### src/afcr_pkg.sv
`timescale 1ns / 1ps
// ----------------------------------------------------------------------------
// afcr_pkg
// Shared types and constants of the addressed frame command responder.
// ----------------------------------------------------------------------------
package afcr_pkg;

    localparam logic [7:0]  START_BYTE = 8'h7E;
    localparam logic [7:0]  END_BYTE   = 8'h0D;
    localparam logic [7:0]  PAD_BYTE   = 8'h00;
    localparam logic [7:0]  ADDR_RESET = 8'h01;

    localparam logic [15:0] CMD_OPEN   = 16'h1001;
    localparam logic [15:0] CMD_CARD   = 16'h1002;
    localparam logic [15:0] CMD_RESET  = 16'h1003;

    localparam int          STORE_DEPTH = 7;
    localparam int          REPLY_HEAD  = 6;

    // Reply byte index within the nine-byte reply.
    localparam logic [3:0]  IDX_ZERO   = 4'd6;
    localparam logic [3:0]  IDX_END    = 4'd7;
    localparam logic [3:0]  IDX_LAST   = 4'd8;

    // Parse positions with special meaning.
    localparam logic [2:0]  POS_HUNT   = 3'd0;
    localparam logic [2:0]  POS_ADDR   = 3'd1;
    localparam logic [2:0]  POS_DATA   = 3'd4;
    localparam logic [2:0]  POS_CMD_HI = 3'd5;
    localparam logic [2:0]  POS_MODE   = 3'd6;
    localparam logic [2:0]  POS_SAT    = 3'd7;

    typedef enum logic [1:0] {
        ACT_NONE  = 2'd0,
        ACT_OPEN  = 2'd1,
        ACT_CARD  = 2'd2,
        ACT_RESET = 2'd3
    } t_action;

    typedef enum logic [1:0] {
        MODE_VERIFY    = 2'd0,
        MODE_ADD       = 2'd1,
        MODE_DELETE    = 2'd2,
        MODE_UNCHANGED = 2'd3
    } t_card_mode;

    // One pending reply: a snapshot of the frame head and the decoded command.
    typedef struct packed {
        logic [REPLY_HEAD-1:0][7:0] head;
        t_action                    action;
        t_card_mode                 mode;
    } t_job;

endpackage

### src/afcr_front.sv
`timescale 1ns / 1ps
// ----------------------------------------------------------------------------
// afcr_front
// Frame parser: hunts the start byte, checks the station address, stores
// the frame head and decodes the command when the end byte arrives.
// ----------------------------------------------------------------------------
module afcr_front (
    input  logic             i_clk,
    input  logic             i_rst_n,
    input  logic             i_cfg_we,
    input  logic [7:0]       i_cfg_wdata,
    input  logic             i_accept,
    input  logic [7:0]       i_rx_byte,
    output logic             o_job_push,
    output afcr_pkg::t_job   o_job
);

    logic [7:0] r_station_addr;
    logic [2:0] r_pos;
    logic [2:0] n_pos;
    logic [afcr_pkg::STORE_DEPTH-1:0][7:0] r_fb;
    logic [afcr_pkg::STORE_DEPTH-1:0][7:0] n_fb;
    logic       store_en;
    logic       frame_end;
    logic [15:0] cmd;

    always_comb begin
        n_pos     = r_pos;
        store_en  = 1'b0;
        frame_end = 1'b0;
        if (r_pos == afcr_pkg::POS_HUNT) begin
            if (i_rx_byte == afcr_pkg::START_BYTE) begin
                store_en = 1'b1;
                n_pos    = afcr_pkg::POS_ADDR;
            end
        end else if (r_pos == afcr_pkg::POS_ADDR) begin
            if (i_rx_byte == r_station_addr) begin
                store_en = 1'b1;
                n_pos    = r_pos + 3'd1;
            end else begin
                n_pos = afcr_pkg::POS_HUNT;
            end
        end else if (r_pos < afcr_pkg::POS_DATA) begin
            // Length bytes are stored unchecked, even when they look like an end byte.
            store_en = 1'b1;
            n_pos    = r_pos + 3'd1;
        end else if (i_rx_byte != afcr_pkg::END_BYTE) begin
            store_en = (r_pos != afcr_pkg::POS_SAT);
            n_pos    = (r_pos == afcr_pkg::POS_SAT) ? afcr_pkg::POS_SAT : r_pos + 3'd1;
        end else begin
            store_en  = (r_pos != afcr_pkg::POS_SAT);
            frame_end = 1'b1;
            n_pos     = afcr_pkg::POS_HUNT;
        end
    end

    always_comb begin
        n_fb = r_fb;
        if (store_en) begin
            n_fb[r_pos] = i_rx_byte;
        end
    end

    // The decode sees the end byte when it lands inside the command or mode bytes.
    assign cmd = {n_fb[afcr_pkg::POS_CMD_HI], n_fb[afcr_pkg::POS_DATA]};

    always_comb begin
        o_job.head   = n_fb[afcr_pkg::REPLY_HEAD-1:0];
        o_job.mode   = afcr_pkg::MODE_UNCHANGED;
        o_job.action = afcr_pkg::ACT_NONE;
        case (cmd)
            afcr_pkg::CMD_OPEN:  o_job.action = afcr_pkg::ACT_OPEN;
            afcr_pkg::CMD_CARD: begin
                o_job.action = afcr_pkg::ACT_CARD;
                if (n_fb[afcr_pkg::POS_MODE] <= 8'd2) begin
                    o_job.mode = afcr_pkg::t_card_mode'(n_fb[afcr_pkg::POS_MODE][1:0]);
                end
            end
            afcr_pkg::CMD_RESET: o_job.action = afcr_pkg::ACT_RESET;
            default:             o_job.action = afcr_pkg::ACT_NONE;
        endcase
    end

    assign o_job_push = i_accept && frame_end && (o_job.action != afcr_pkg::ACT_NONE);

    always_ff @(posedge i_clk) begin
        if (!i_rst_n) begin
            r_station_addr <= afcr_pkg::ADDR_RESET;
            r_pos          <= afcr_pkg::POS_HUNT;
            r_fb           <= '0;
        end else begin
            if (i_cfg_we) begin
                r_station_addr <= i_cfg_wdata;
            end
            if (i_accept) begin
                r_pos <= n_pos;
                r_fb  <= n_fb;
            end
        end
    end

endmodule

### src/afcr_fifo.sv
`timescale 1ns / 1ps
// ----------------------------------------------------------------------------
// afcr_fifo
// Two-entry queue of pending replies between the parser and the sender.
// ----------------------------------------------------------------------------
module afcr_fifo (
    input  logic             i_clk,
    input  logic             i_rst_n,
    input  logic             i_push,
    input  afcr_pkg::t_job   i_job,
    input  logic             i_pop,
    output logic             o_full,
    output logic             o_valid,
    output afcr_pkg::t_job   o_job
);

    afcr_pkg::t_job r_mem [2];
    logic           r_wr_ptr;
    logic           r_rd_ptr;
    logic [1:0]     r_count;

    assign o_full  = (r_count == 2'd2);
    assign o_valid = (r_count != 2'd0);
    assign o_job   = r_mem[r_rd_ptr];

    always_ff @(posedge i_clk) begin
        if (i_push) begin
            r_mem[r_wr_ptr] <= i_job;
        end
    end

    always_ff @(posedge i_clk) begin
        if (!i_rst_n) begin
            r_wr_ptr <= 1'b0;
            r_rd_ptr <= 1'b0;
            r_count  <= 2'd0;
        end else begin
            if (i_push) begin
                r_wr_ptr <= ~r_wr_ptr;
            end
            if (i_pop) begin
                r_rd_ptr <= ~r_rd_ptr;
            end
            if (i_push && !i_pop) begin
                r_count <= r_count + 2'd1;
            end else if (!i_push && i_pop) begin
                r_count <= r_count - 2'd1;
            end
        end
    end

endmodule

### src/afcr_back.sv
`timescale 1ns / 1ps
// ----------------------------------------------------------------------------
// afcr_back
// Reply sender: walks the nine bytes of the oldest pending reply into an
// output register, one byte per transaction.
// ----------------------------------------------------------------------------
module afcr_back (
    input  logic             i_clk,
    input  logic             i_rst_n,
    input  logic             i_job_valid,
    input  afcr_pkg::t_job   i_job,
    output logic             o_job_pop,
    input  logic             i_pop,
    output logic             o_empty,
    output logic [7:0]       o_reply_byte,
    output logic             o_reply_last,
    output logic [1:0]       o_action,
    output logic [1:0]       o_card_mode
);

    logic        r_valid;
    logic [3:0]  r_idx;
    logic [7:0]  r_byte;
    logic        r_last;
    afcr_pkg::t_action    r_action;
    afcr_pkg::t_card_mode r_mode;
    logic        load;
    logic [7:0]  sel_byte;

    assign load      = i_job_valid && (!r_valid || i_pop);
    assign o_job_pop = load && (r_idx == afcr_pkg::IDX_LAST);

    always_comb begin
        case (r_idx)
            afcr_pkg::IDX_ZERO: sel_byte = afcr_pkg::PAD_BYTE;
            afcr_pkg::IDX_END:  sel_byte = afcr_pkg::END_BYTE;
            afcr_pkg::IDX_LAST: sel_byte = afcr_pkg::PAD_BYTE;
            default: begin
                if (r_idx < afcr_pkg::IDX_ZERO) begin
                    sel_byte = i_job.head[r_idx[2:0]];
                end else begin
                    sel_byte = afcr_pkg::PAD_BYTE;
                end
            end
        endcase
    end

    always_ff @(posedge i_clk) begin
        if (load) begin
            r_byte   <= sel_byte;
            r_last   <= (r_idx == afcr_pkg::IDX_LAST);
            r_action <= (r_idx == 4'd0) ? i_job.action : afcr_pkg::ACT_NONE;
            r_mode   <= (r_idx == 4'd0) ? i_job.mode : afcr_pkg::MODE_UNCHANGED;
        end
    end

    always_ff @(posedge i_clk) begin
        if (!i_rst_n) begin
            r_valid <= 1'b0;
            r_idx   <= 4'd0;
        end else begin
            if (load) begin
                r_valid <= 1'b1;
                r_idx   <= (r_idx == afcr_pkg::IDX_LAST) ? 4'd0 : r_idx + 4'd1;
            end else if (i_pop) begin
                r_valid <= 1'b0;
            end
        end
    end

    assign o_empty      = !r_valid;
    assign o_reply_byte = r_byte;
    assign o_reply_last = r_last;
    assign o_action     = r_action;
    assign o_card_mode  = r_mode;

endmodule

### src/addressed_frame_command_responder.sv
`timescale 1ns / 1ps
// ----------------------------------------------------------------------------
// addressed_frame_command_responder
// Parses addressed bus frames and queues a nine-byte reply for each frame
// that closes with a known command.
// ----------------------------------------------------------------------------
//  channel   handshake          payload
//  input     push / full        i_rx_byte
//  reply     empty / pop        o_reply_byte, o_reply_last, o_action, o_card_mode
//  config    i_cfg_we           i_cfg_wdata (station address)
//
// The parser takes one byte per cycle while full is low; a closing end byte is
// decoded in the same cycle and its reply is written into the queue, then loaded
// into the sender's output register. The sender gives one reply byte per cycle
// while pop is high and a reply waits, nine per reply. Up to two replies wait in
// the queue; full rises only while both slots are taken. Reset is synchronous.
// ----------------------------------------------------------------------------
module addressed_frame_command_responder (
    input  logic       i_clk,
    input  logic       i_rst_n,
    input  logic       i_cfg_we,
    input  logic [7:0] i_cfg_wdata,
    input  logic       push,
    output logic       full,
    input  logic [7:0] i_rx_byte,
    output logic       empty,
    input  logic       pop,
    output logic [7:0] o_reply_byte,
    output logic       o_reply_last,
    output logic [1:0] o_action,
    output logic [1:0] o_card_mode
);

    logic           accept;
    logic           job_push;
    afcr_pkg::t_job job_in;
    logic           job_valid;
    afcr_pkg::t_job job_out;
    logic           job_pop;

    assign accept = push && !full;

    afcr_front u_front (
        .i_clk       (i_clk),
        .i_rst_n     (i_rst_n),
        .i_cfg_we    (i_cfg_we),
        .i_cfg_wdata (i_cfg_wdata),
        .i_accept    (accept),
        .i_rx_byte   (i_rx_byte),
        .o_job_push  (job_push),
        .o_job       (job_in)
    );

    afcr_fifo u_fifo (
        .i_clk   (i_clk),
        .i_rst_n (i_rst_n),
        .i_push  (job_push),
        .i_job   (job_in),
        .i_pop   (job_pop),
        .o_full  (full),
        .o_valid (job_valid),
        .o_job   (job_out)
    );

    afcr_back u_back (
        .i_clk        (i_clk),
        .i_rst_n      (i_rst_n),
        .i_job_valid  (job_valid),
        .i_job        (job_out),
        .o_job_pop    (job_pop),
        .i_pop        (pop),
        .o_empty      (empty),
        .o_reply_byte (o_reply_byte),
        .o_reply_last (o_reply_last),
        .o_action     (o_action),
        .o_card_mode  (o_card_mode)
    );

endmodule

### config.mk
export PLATFORM = sky130hd
export DESIGN_NAME = addressed_frame_command_responder
export DESIGN_NICKNAME = d
export VERILOG_FILES = /design/src/afcr_pkg.sv /design/src/afcr_front.sv /design/src/afcr_fifo.sv /design/src/afcr_back.sv /design/src/addressed_frame_command_responder.sv
export SDC_FILE = /design/constraint.sdc
export NUM_CORES = 1
export LEC_CHECK = 0
export BUFFER_PORTS_ARGS = -buffer_cell sky130_fd_sc_hd__buf_2
export CAP_MARGIN = 5
export CORE_MARGIN = 2
export CORE_UTILIZATION = 40
export CTS_BUF_LIST = sky130_fd_sc_hd__clkbuf_2 sky130_fd_sc_hd__clkbuf_4 sky130_fd_sc_hd__clkbuf_8
export DETAILED_ROUTE_END_ITERATION = 7
export PLACE_DENSITY_LB_ADDON = 0.1
export SETUP_SLACK_MARGIN = 0.2
export SYNTH_ARGS = -nofsm -noshare
export SYNTH_HDL_FRONTEND = slang
export SYNTH_SLANG_ARGS = --single-unit
### constraint.sdc
create_clock -name i_clk -period 6.91 [get_ports i_clk]
set_clock_uncertainty 0.15 [all_clocks]
set_input_delay 0.691 -clock i_clk [delete_from_list [all_inputs] [get_ports i_clk]]
set_output_delay 0.691 -clock i_clk [all_outputs]
set_load 0.01 [all_outputs]
After elaboration in Yosys (flattened, before gate mapping):

Memory sizes are Yosys's and may differ from the RTL's. A register that Yosys moved wholly into a read port is not among the register bits.
Cells that the tools add are included.
Widths: inputs -> output; s select.

* flip-flop bits (word level): 89
* bits in latches: 0
* output and inout port bits: 15
* RAM bits: 104
* memories kept: 1
* logic and storage cells: 102
* input bits: 21
* memory bits (read-only): 0

* order comparisons: 6
* shift-type cells: 0
* add/subtract/negate cells: 4
* bitwise logic cells: 2
* reductions and logical operators: 21
* divide/modulo/power cells: 0
* mux-type cells: 36
* equality and inequality tests: 14
* $mul: 0

Memories
* u_fifo.r_mem: depth 2, width 52, rd ports 1, clocked after Yosys merged registers in 1, write ports 1, RTL line afcr_fifo.sv:17 `afcr_pkg::t_job r_mem [2];`

Operators with widths (number)
* $bwmux 56: 1
* $mux 56: 1
* $eq 16x13->1 const B: 3
* $bmux 8 s3: 1
* $demux 8 s3: 1
* $mux 8: 3
* $mux 3: 7
* $pmux 8 s2: 1
* $mux 1: 15
* $eq 4x3->1 const B: 2
* $eq 8x7->1 const B: 1
* $eq 8x8->1: 1
* $le 8x2->1 const B: 1
* $logic_and 1x1->1: 8
* $lt 3x4->1 const B: 2
* $mux 2: 4
* $ne 8x4->1 const B: 1
* $reduce_bool 2->1: 4
* $pmux 2 s3: 1
* $add 4x1->4 const B: 1
* $eq 4x4->1 const B: 1
* $logic_not 1->1: 4
* $logic_not 4->1: 1
* $lt 4x3->1 const B: 1
* 16 further kinds: 17

Logic depth before layout (Yosys ltp):

Gate-level depths: netlist of run 1.

* depth after elaboration: 14
* depth in mapped cells: 12
* mapped depth without buffers: 11

By module:

Synthesis of run 1 repeated with hierarchy kept, for this count alone.

* cells, all modules: 729
* area, all modules: 9161.3 um^2

By module, submodules not included
* afcr_front: instances 1, area an instance 4001.3 um^2, cells an instance 448, seq. area each 1341.3 um^2
* afcr_fifo: instances 1, area an instance 3991.3 um^2, cells an instance 184, seq. area each 3223.1 um^2
* afcr_back: instances 1, area an instance 1154.9 um^2, cells an instance 96, seq. area each 490.5 um^2
* addressed_frame_command_responder: instances 1, area an instance 13.8 um^2, cells an instance 1, seq. area each 0.0 um^2

Least setup slack after synthesis of run 1:

OpenSTA, ideal clock, no wires.

* path type: input -> register
* start: input port i_rx_byte[4]
* end: memory u_fifo.r_mem[1][0] (netlist name), enable pin
* arrival time: 4607 ps
* setup time: 462 ps
* required time: 6298 ps
* slack: 1691 ps
* path buffers: 1
* stages: 6
* cell sequence: buf_2 or4_4 or4_4 a211o_1 or2_2 nor2_1

* cells in the longest elaborated chain, start to end: 11
* elaborated cells between the ends (all ways): 22
* those cells by class: eq/ne (6); mux (13); reduce/logical (3)

RTL lines
* start: declaration: RTL line addressed_frame_command_responder.sv:25 `input logic [7:0] i_rx_byte,`
* $eq 8x8->1: RTL line afcr_front.sv:37 `if (i_rx_byte == r_station_addr) begin`
* $mux 1: RTL line afcr_front.sv:37
* $mux 1: RTL line afcr_front.sv:36 `end else if (r_pos == afcr_pkg::POS_ADDR) begin`
* $mux 1: RTL line afcr_front.sv:31 `if (r_pos == afcr_pkg::POS_HUNT) begin`
* $mux 56: RTL line afcr_front.sv:59 `if (store_en) begin`
* $eq 16x13->1: RTL line afcr_front.sv:71 `case (cmd)`
* $pmux 2 s3: RTL line afcr_front.sv:71
* $reduce_bool 2->1: RTL line afcr_front.sv:84 `assign o_job_push = i_accept && frame_end && (o_job.action != afcr_pkg::ACT_NONE);`
* $logic_and 1x1->1 (*): RTL line afcr_front.sv:84
* $mux 1 (*): RTL line afcr_fifo.sv:27 `if (i_push) begin`
* $mux 1 (implied by the code) (*): RTL line afcr_fifo.sv:28 `r_mem[r_wr_ptr] <= i_job;`
* end: declaration: RTL line afcr_fifo.sv:17

Every way passes the cells marked *; elsewhere a longest branch is shown, timed or not.

Final worst setup path of run 1:

* start: register u_front.r_pos[0]
* end: memory u_fifo.r_mem[1][19] (netlist name), enable pin

* cells in the longest elaborated chain, start to end: 12
* elaborated cells between the ends (all ways): 26
* those cells by class: order compare (3); eq/ne (5); mux (13); reduce/logical (5)

RTL lines
* start: declaration: RTL line afcr_front.sv:19 `logic [2:0] r_pos;`
* start signal: assignment: RTL line afcr_front.sv:89 `r_pos <= afcr_pkg::POS_HUNT;`
* start signal: assignment: RTL line afcr_front.sv:96 `r_pos <= n_pos;`
* $lt 3x4->1 (implied by the code) or $ge 3x1->1 (tied branches): RTL line afcr_front.sv:60 `n_fb[r_pos] = i_rx_byte;`
* $logic_and 1x1->1 (implied by the code): RTL line afcr_front.sv:60
* $mux 8 (implied by the code): RTL line afcr_front.sv:60
* $demux 8 s3
* $bwmux 56: RTL line afcr_front.sv:60
* $mux 56: RTL line afcr_front.sv:59
* $eq 16x13->1: RTL line afcr_front.sv:71
* $pmux 2 s3: RTL line afcr_front.sv:71
* $reduce_bool 2->1: RTL line afcr_front.sv:84
* $logic_and 1x1->1 (*): RTL line afcr_front.sv:84
* $mux 1 (*): RTL line afcr_fifo.sv:27
* $mux 1 (implied by the code) (*): RTL line afcr_fifo.sv:28

Marks and branches as above.

==> results.json, run 1 <==
{
  "first_pass_iters": 4,
  "cts.htree.levels": 4,
  "n_fill_cell": 1906,
  "post_cts_buffers": 0,
  "slew_headroom_pct": 24.7,
  "drcViolationCount": 0,
  "root_buffer": "clkbuf_8",
  "cp-end-kind": "register",
  "avgSynthCellArea_um2": 13.2,
  "wl_um": 18300,
  "power_leakage_nw": 3.34,
  "antenna_cells": 0,
  "period_share_pct": 66.5,
  "cpMostUsedCell": "ha_1",
  "crit_arrival_ps": 4590,
  "ys.flop_type": "edfxtp_1",
  "holdCritPathClass": "input port to register",
  "peakVddDrop_v": 0.000119,
  "antenna_found_initial": 0,
  "synth-compound-area-share_pct": 3.74,
  "dp_hpwl_um": 12500,
  "cts_hold_buf": 0,
  "power_density_nw_per_um2": 219,
  "grtUsageMet2_pct": 26.8,
  "drive_gt1_share_pct": 24.1,
  "multi_input_area_um2": 3150,
  "rsz0062_at_grt": "false",
  "top_usage_layer": "met2",
  "cts-resized-gates": 0,
  "synth_xor_area_share_pct": 1.15,
  "drt-wirelength-per-cell_um": 19.4,
  "regArea_um2": 5060,
  "reg2reg_slack_ps": 2320,
  "path_cells": "ha_1, ha_1, nor4b_2, mux2i_1, a211o_1, or2_2, nor2_4, buf_4",
  "setup_viol": 0,
  "drv_slew": 0,
  "vias": 4953,
  "initial_core_util_pct": 40.4,
  "via_per_inst": 5.25,
  "synth_edf_count": 117,
  "io_buffers": 35,
  "syn-cell-area_um2": 8410,
  "grtUsageMet3_pct": 3.79,
  "area_growth_syn_to_layout_pct": 9.71,
  "ant_nets": 0,
  "die_h_um": 149,
  "tritoncts": "done",
  "overflow": 0,
  "fin_hold_ws_ps": 305,
  "synthAdderAreaFrac_pct": 1.19,
  "crit_fanout": 29,
  "yosysUniqueCellTypes": 54,
  "min_period_ps": 4590,
  "grt_pass1_wl_um": 28300,
  "gp_congestion": 0.805,
  "synthSimpleGateAreaFrac_pct": 11.2,
  "cts_buffers": 17,
  "io_pins": 36,
  "drtIter0Drc": 361,
  "grt_use_total_pct": 17.5,
  "rows": 53,
  "syn_nets": 667,
  "die_area_um2": 22200,
  "first_global_vias": 4823,
  "hold_violations": 0,
  "async_reset_ff_share_pct": 0,
  "num-nets-final": 685,
  "synth.ff_latch_count": 194,
  "synth_mux_area_share_pct": 20.0,
  "clock_path_buffers": 2,
  "synth_top_family_by_area": "multiplexers",
  "clock-sinks": 194,
  "ys_seq_area_share_pct": 60.1,
  "cts.clk_slew.worst_paths_ps": 100,
  "clock_latency_ps": 480,
  "cp_slowest_cell": "nor4b_2",
  "fmax_mhz": 218,
  "worst_setup_path_start_kind": "register",
  "setup_tns_ps": 0,
  "synthCells": 638,
  "synth_warnings": 0,
  "die_w_um": 149,
  "tightest_slew_ps": 1130,
  "grt_max_degree": 53,
  "crit_path_max_incr_delay_ps": 930,
  "cp.required_ps": 6910,
  "final_util_pct": 44.3,
  "path_class": "register to register",
  "grt_use_met1_pct": 25.4,
  "core_area_um2": 20800,
  "status": "finished clean",
  "cap_violations": 0
}
## critical path, delay by kind of cell (launching register included)
kind / cells / cell delay (ps)
fa+ha+maj: 2 / 580
compound gates: 1 / 390
simple gates: 3 / 1890
flops: 1 / 440
buf+inv: 1 / 440
mux: 1 / 360
## synth_stat cells (all sizes together), types with 2 or more instances
cell	n	share of area, %
nand2	51	2.3
buf	8	0.46
a2111oi	2	0.21
nor3	24	1.4
a221oi	4	0.42
a22oi	2	0.18
o21a	2	0.18
mux4	24	6.4
mux2i	62	7.4
nor4	4	0.30
nor4bb	2	0.24
a21oi	12	0.71
clkbuf	34	1.5
nor2b	5	0.37
or3b	2	0.21
nor2	76	3.4
a211o	3	0.31
dfxtp	77	18
nand4	4	0.45
xor2	11	1.1
ha	8	1.2
a211oi	2	0.18
edfxtp	117	42
and4	2	0.21
nor4b	3	0.31
inv	13	0.58
or2	2	0.15
mux2	46	6.2
nand2b	2	0.15
or3	3	0.22
a311oi	2	0.42
nand3	6	0.60
o21ai	5	0.30
or4	4	0.45
## cell usage in the layout, fill, tap and decap left out, types with 3 or more instances in the layout
cell type   count
mux2i_1        62
ha_1            8
nor2b_1         5
inv_1          12
clkinvlp_4      3
clkinv_8        4
or3_1           3
mux4_2         24
a211o_1         3
buf_4           6
nor3_1         24
nand3_2         4
a21oi_1        12
clkbuf_8       17
mux2_2         46
nor2_1         75
dfxtp_1        76
buf_2          35
inv_6           4
o21ai_0         5
xor2_1         11
a221oi_1        4
edfxtp_1      117
nor4_1          4
nand2_1        51
## where the power goes
part           switching (W)   total, W  internal, W
clock               0.000449   0.000719     0.000270
sequential        0.00000633    0.00123      0.00122
combinational      0.0000491  0.0000727    0.0000236
## per-layer routing
metal,part of all wire (%),routed length (um),vias up
met1,50,9190,2437
li1,-,-,2386
met5,0,0,-
met2,45,8240,115
met3,3.9,715,15
met4,1.0,192,0
## final cells by class
type | instances | share of cell area, %
clock inverter | 15 | 1.76
multi-input combinational | 388 | 34.2
tap | 275 | 3.73
timing repair buffer | 41 | 2.39
clock buffer | 17 | 2.54
sequential | 194 | 54.8
inverter | 14 | 0.570
## cells by family (layout without fill, tap and decap cells)
| logic type | after synthesis | count (layout) |
|---|---|---|
| buf+inv | 56 | 87 |
| compound gates | 42 | 42 |
| fa+ha+maj | 8 | 8 |
| mux | 132 | 132 |
| flops | 194 | 194 |
| xor+xnor | 11 | 11 |
| simple gates | 195 | 195 |
## metrics by stage
stage	setup slack [ps]	cells	total power [W]	area [um2]
finish	2320	944	0.00202	9220
global route	2050	944	0.00210	9220
CTS	2280	944	0.00204	9220
detailed placement	2320	912	0.00133	8820
global placement	2470	912	0.00133	8820
floorplan	1690	638	0.00130	8410
## state kept, by name, indices dropped and copies added, names as in the netlist, named ones only
name                    flops
u_back.o_action             2
u_back.o_card_mode          2
u_back.o_reply_byte         8
u_back.o_reply_last         1
u_back.r_idx                4
u_back.r_valid              1
u_fifo.r_count              2
u_fifo.r_mem              104
u_fifo.r_rd_ptr             1
u_fifo.r_wr_ptr             1
u_front.r_fb               56
u_front.r_pos               3
u_front.r_station_addr      8
## worst paths after layout
| path | startpoint | to | depth (start not counted) |
|---|---|---|---|
| worst max-delay path | u_front.r_pos[0]$_SDFFE_PN0P_ | u_fifo.r_mem[1][19]$_DFFE_PP_ | 8 |
| worst max register to register | u_front.r_pos[0]$_SDFFE_PN0P_ | u_fifo.r_mem[1][19]$_DFFE_PP_ | 8 |
| worst min register to register | u_front.r_fb[1]$_SDFFE_PN0P_ | u_front.r_fb[1]$_SDFFE_PN0P_ | 2 |
| worst min-delay path | i_cfg_wdata[0] | u_front.r_station_addr[0]$_SDFFE_PN1P_ | 3 |
Note: power is estimated with default switching activity, not from simulation.
==> inputs of run 2 (changes only) <==
clock period = 4.65 ns   (was 6.91 ns; I/O delays follow)
==> run 2 against run 1 <==
Compared with the run above:
- die area did not move
- critical endpoint is now u_fifo.r_mem[0][13]$_DFFE_PP_
- final cell count rose by 0.21%
- first-iteration DRC count rose by 21%
- sequential cell count did not move
- global-route usage rose by 0.52 points
- routed wire length rose by 2.5%
- clock power rose by 49%
- sequential share of layout area barely moved
==> results.json, run 2 (same netlist as run 1, synthesis figures left out) <==
{
  "area_growth_syn_to_layout_pct": 9.74,
  "setup_viol": 0,
  "final_common_cell": "edfxtp_1",
  "drt-wirelength-per-cell_um": 19.9,
  "first_global_vias": 5152,
  "crit_arrival_ps": 3620,
  "drive_gt1_share_pct": 24.1,
  "gp_congestion": 0.786,
  "largest_reg_flops": 104,
  "io_pins": 36,
  "overflow": 0,
  "n_fill_cell": 1910,
  "num-nets-final": 687,
  "sw_frac_of_total_pct": 23.7,
  "rows": 53,
  "worst_setup_path_start_kind": "register",
  "cp.required_ps": 4650,
  "cts_buffers": 17,
  "antenna_found_initial": 0,
  "status": "finished clean",
  "dp_slack_ps": 976,
  "tightest_slew_ps": 1050,
  "peakVddDrop_v": 0.000190,
  "first_pass_iters": 4,
  "grt_pass1_wl_um": 29700,
  "internal-power_w": 0.00229,
  "power_leakage_nw": 3.35,
  "seq_power_share_pct": 60.8,
  "p_sw_w": 0.000711,
  "period_share_pct": 77.7,
  "path_class": "register to register",
  "final_cell_mix": "117 x edfxtp_1, 76 x dfxtp_1, 75 x nor2_1",
  "cts.htree.levels": 4,
  "via_per_inst": 5.29,
  "final_util_pct": 44.3,
  "power_w": 0.00301,
  "fmax_mhz": 277,
  "crit_path_max_incr_delay_ps": 440,
  "hold_violations": 0,
  "io_buffers": 35,
  "post_dp_cell_area_um2": 8840,
  "drcViolationCount": 0,
  "die_h_um": 149,
  "crit_fanout": 26,
  "vias": 5003,
  "dp_hpwl_um": 12900,
  "antenna_cells": 0,
  "tritoncts": "done",
  "pwr-share-comb_pct": 3.5,
  "layout_setup_ws_ps": 1040,
  "reg_top3": "u_fifo.r_mem (104), u_front.r_fb (56)",
  "setup_tns_ps": 0,
  "drtIter0Drc": 436,
  "power.share.clock_pct": 35.6,
  "root_buffer": "clkbuf_8",
  "cp_slowest_cell": "inv_2",
  "cts-resized-gates": 0,
  "reg2reg_slack_ps": 1040,
  "wl_um": 18800,
  "drv_slew": 0,
  "clock_path_buffers": 2,
  "clock_latency_ps": 460,
  "min_period_ps": 3610,
  "power_density_nw_per_um2": 326,
  "clock-sinks": 194,
  "die_area_um2": 22200,
  "die_w_um": 149,
  "cts_hold_buf": 0,
  "slew_headroom_pct": 29.3,
  "cts.clk_slew.worst_paths_ps": 100,
  "holdCritPathClass": "input port to register",
  "post_cts_buffers": 0,
  "core_area_um2": 20800,
  "rsz0062_at_grt": "false",
  "path_cells": "ha_1, ha_1, nor4b_2, buf_4, mux2i_1, a211o_1, or3_1, inv_2, buf_4",
  "final_cell_area_um2": 9220,
  "cp-end-kind": "register",
  "grt_use_total_pct": 18.0,
  "ant_nets": 0,
  "largest-register": "u_fifo.r_mem",
  "grt_max_degree": 53,
  "cap_violations": 0,
  "initial_core_util_pct": 40.4
}
run 2: cell types whose count changed in the layout (fill, tap and decap cells not counted), sizes merged:
| cell | before | now |
|---|---|---|
| bufinv | 0 | 1 |
| buf | 41 | 43 |
| clkinv | 7 | 6 |
run 2: worst paths after layout:
check	start	to	cells past startpoint
worst min register to register	u_front.r_fb[1]$_SDFFE_PN0P_	u_front.r_fb[1]$_SDFFE_PN0P_	2
worst max register to register	u_front.r_pos[0]$_SDFFE_PN0P_	u_fifo.r_mem[0][13]$_DFFE_PP_	9
worst min-delay path	i_cfg_wdata[0]	u_front.r_station_addr[0]$_SDFFE_PN1P_	3
worst max-delay path	u_front.r_pos[0]$_SDFFE_PN0P_	u_fifo.r_mem[0][13]$_DFFE_PP_	9
run 2: cell type report:
type	instances	area [um2]	area share, %
Clock buffer	17	234	2.54
Clock inverter	15	150	1.63
Inverter	14	52.6	0.570
Multi-Input combinational cell	388	3150	34.2
Sequential cell	194	5060	54.8
Tap cell	275	344	3.73
Timing Repair Buffer	43	235	2.55
run 2: layer usage:
layer	wire length, um	vias to the layer above	track usage, %
li1	-	2383	-
met5	0	-	0
met2	8640	112	28.2
met4	255	0	4.90
met3	765	14	2.94
met1	9140	2494	26.0
run 2: power groups by stage:
stage          clock network (W)   logic, W  registers, W
6_report                 0.00107   0.000106       0.00183
5_1_grt                  0.00117   0.000119       0.00183
4_1_cts                  0.00110   0.000107       0.00183
3_5_place_dp                   0   0.000107       0.00187
3_3_place_gp                   0   0.000104       0.00187
2_1_floorplan                  0  0.0000706       0.00186
run 2: per-stage QoR:
step,std cells,hold WS [ps]
final,946,68.8
after global routing,946,61.5
after CTS,946,39.2
after detailed placement,914,294
after global placement,914,292
after floorplan,638,281
run 2: critical path: cells and delay by family, from the launching register on:
| family | cells | cell delay, ps |
|---|---|---|
| and+or+nand+nor | 2 | 580 |
| DFF | 1 | 420 |
| buffers and inverters | 3 | 1020 |
| adders and majority gates | 2 | 580 |
| muxes | 1 | 170 |
| AOI/OAI and AO/OA | 1 | 360 |
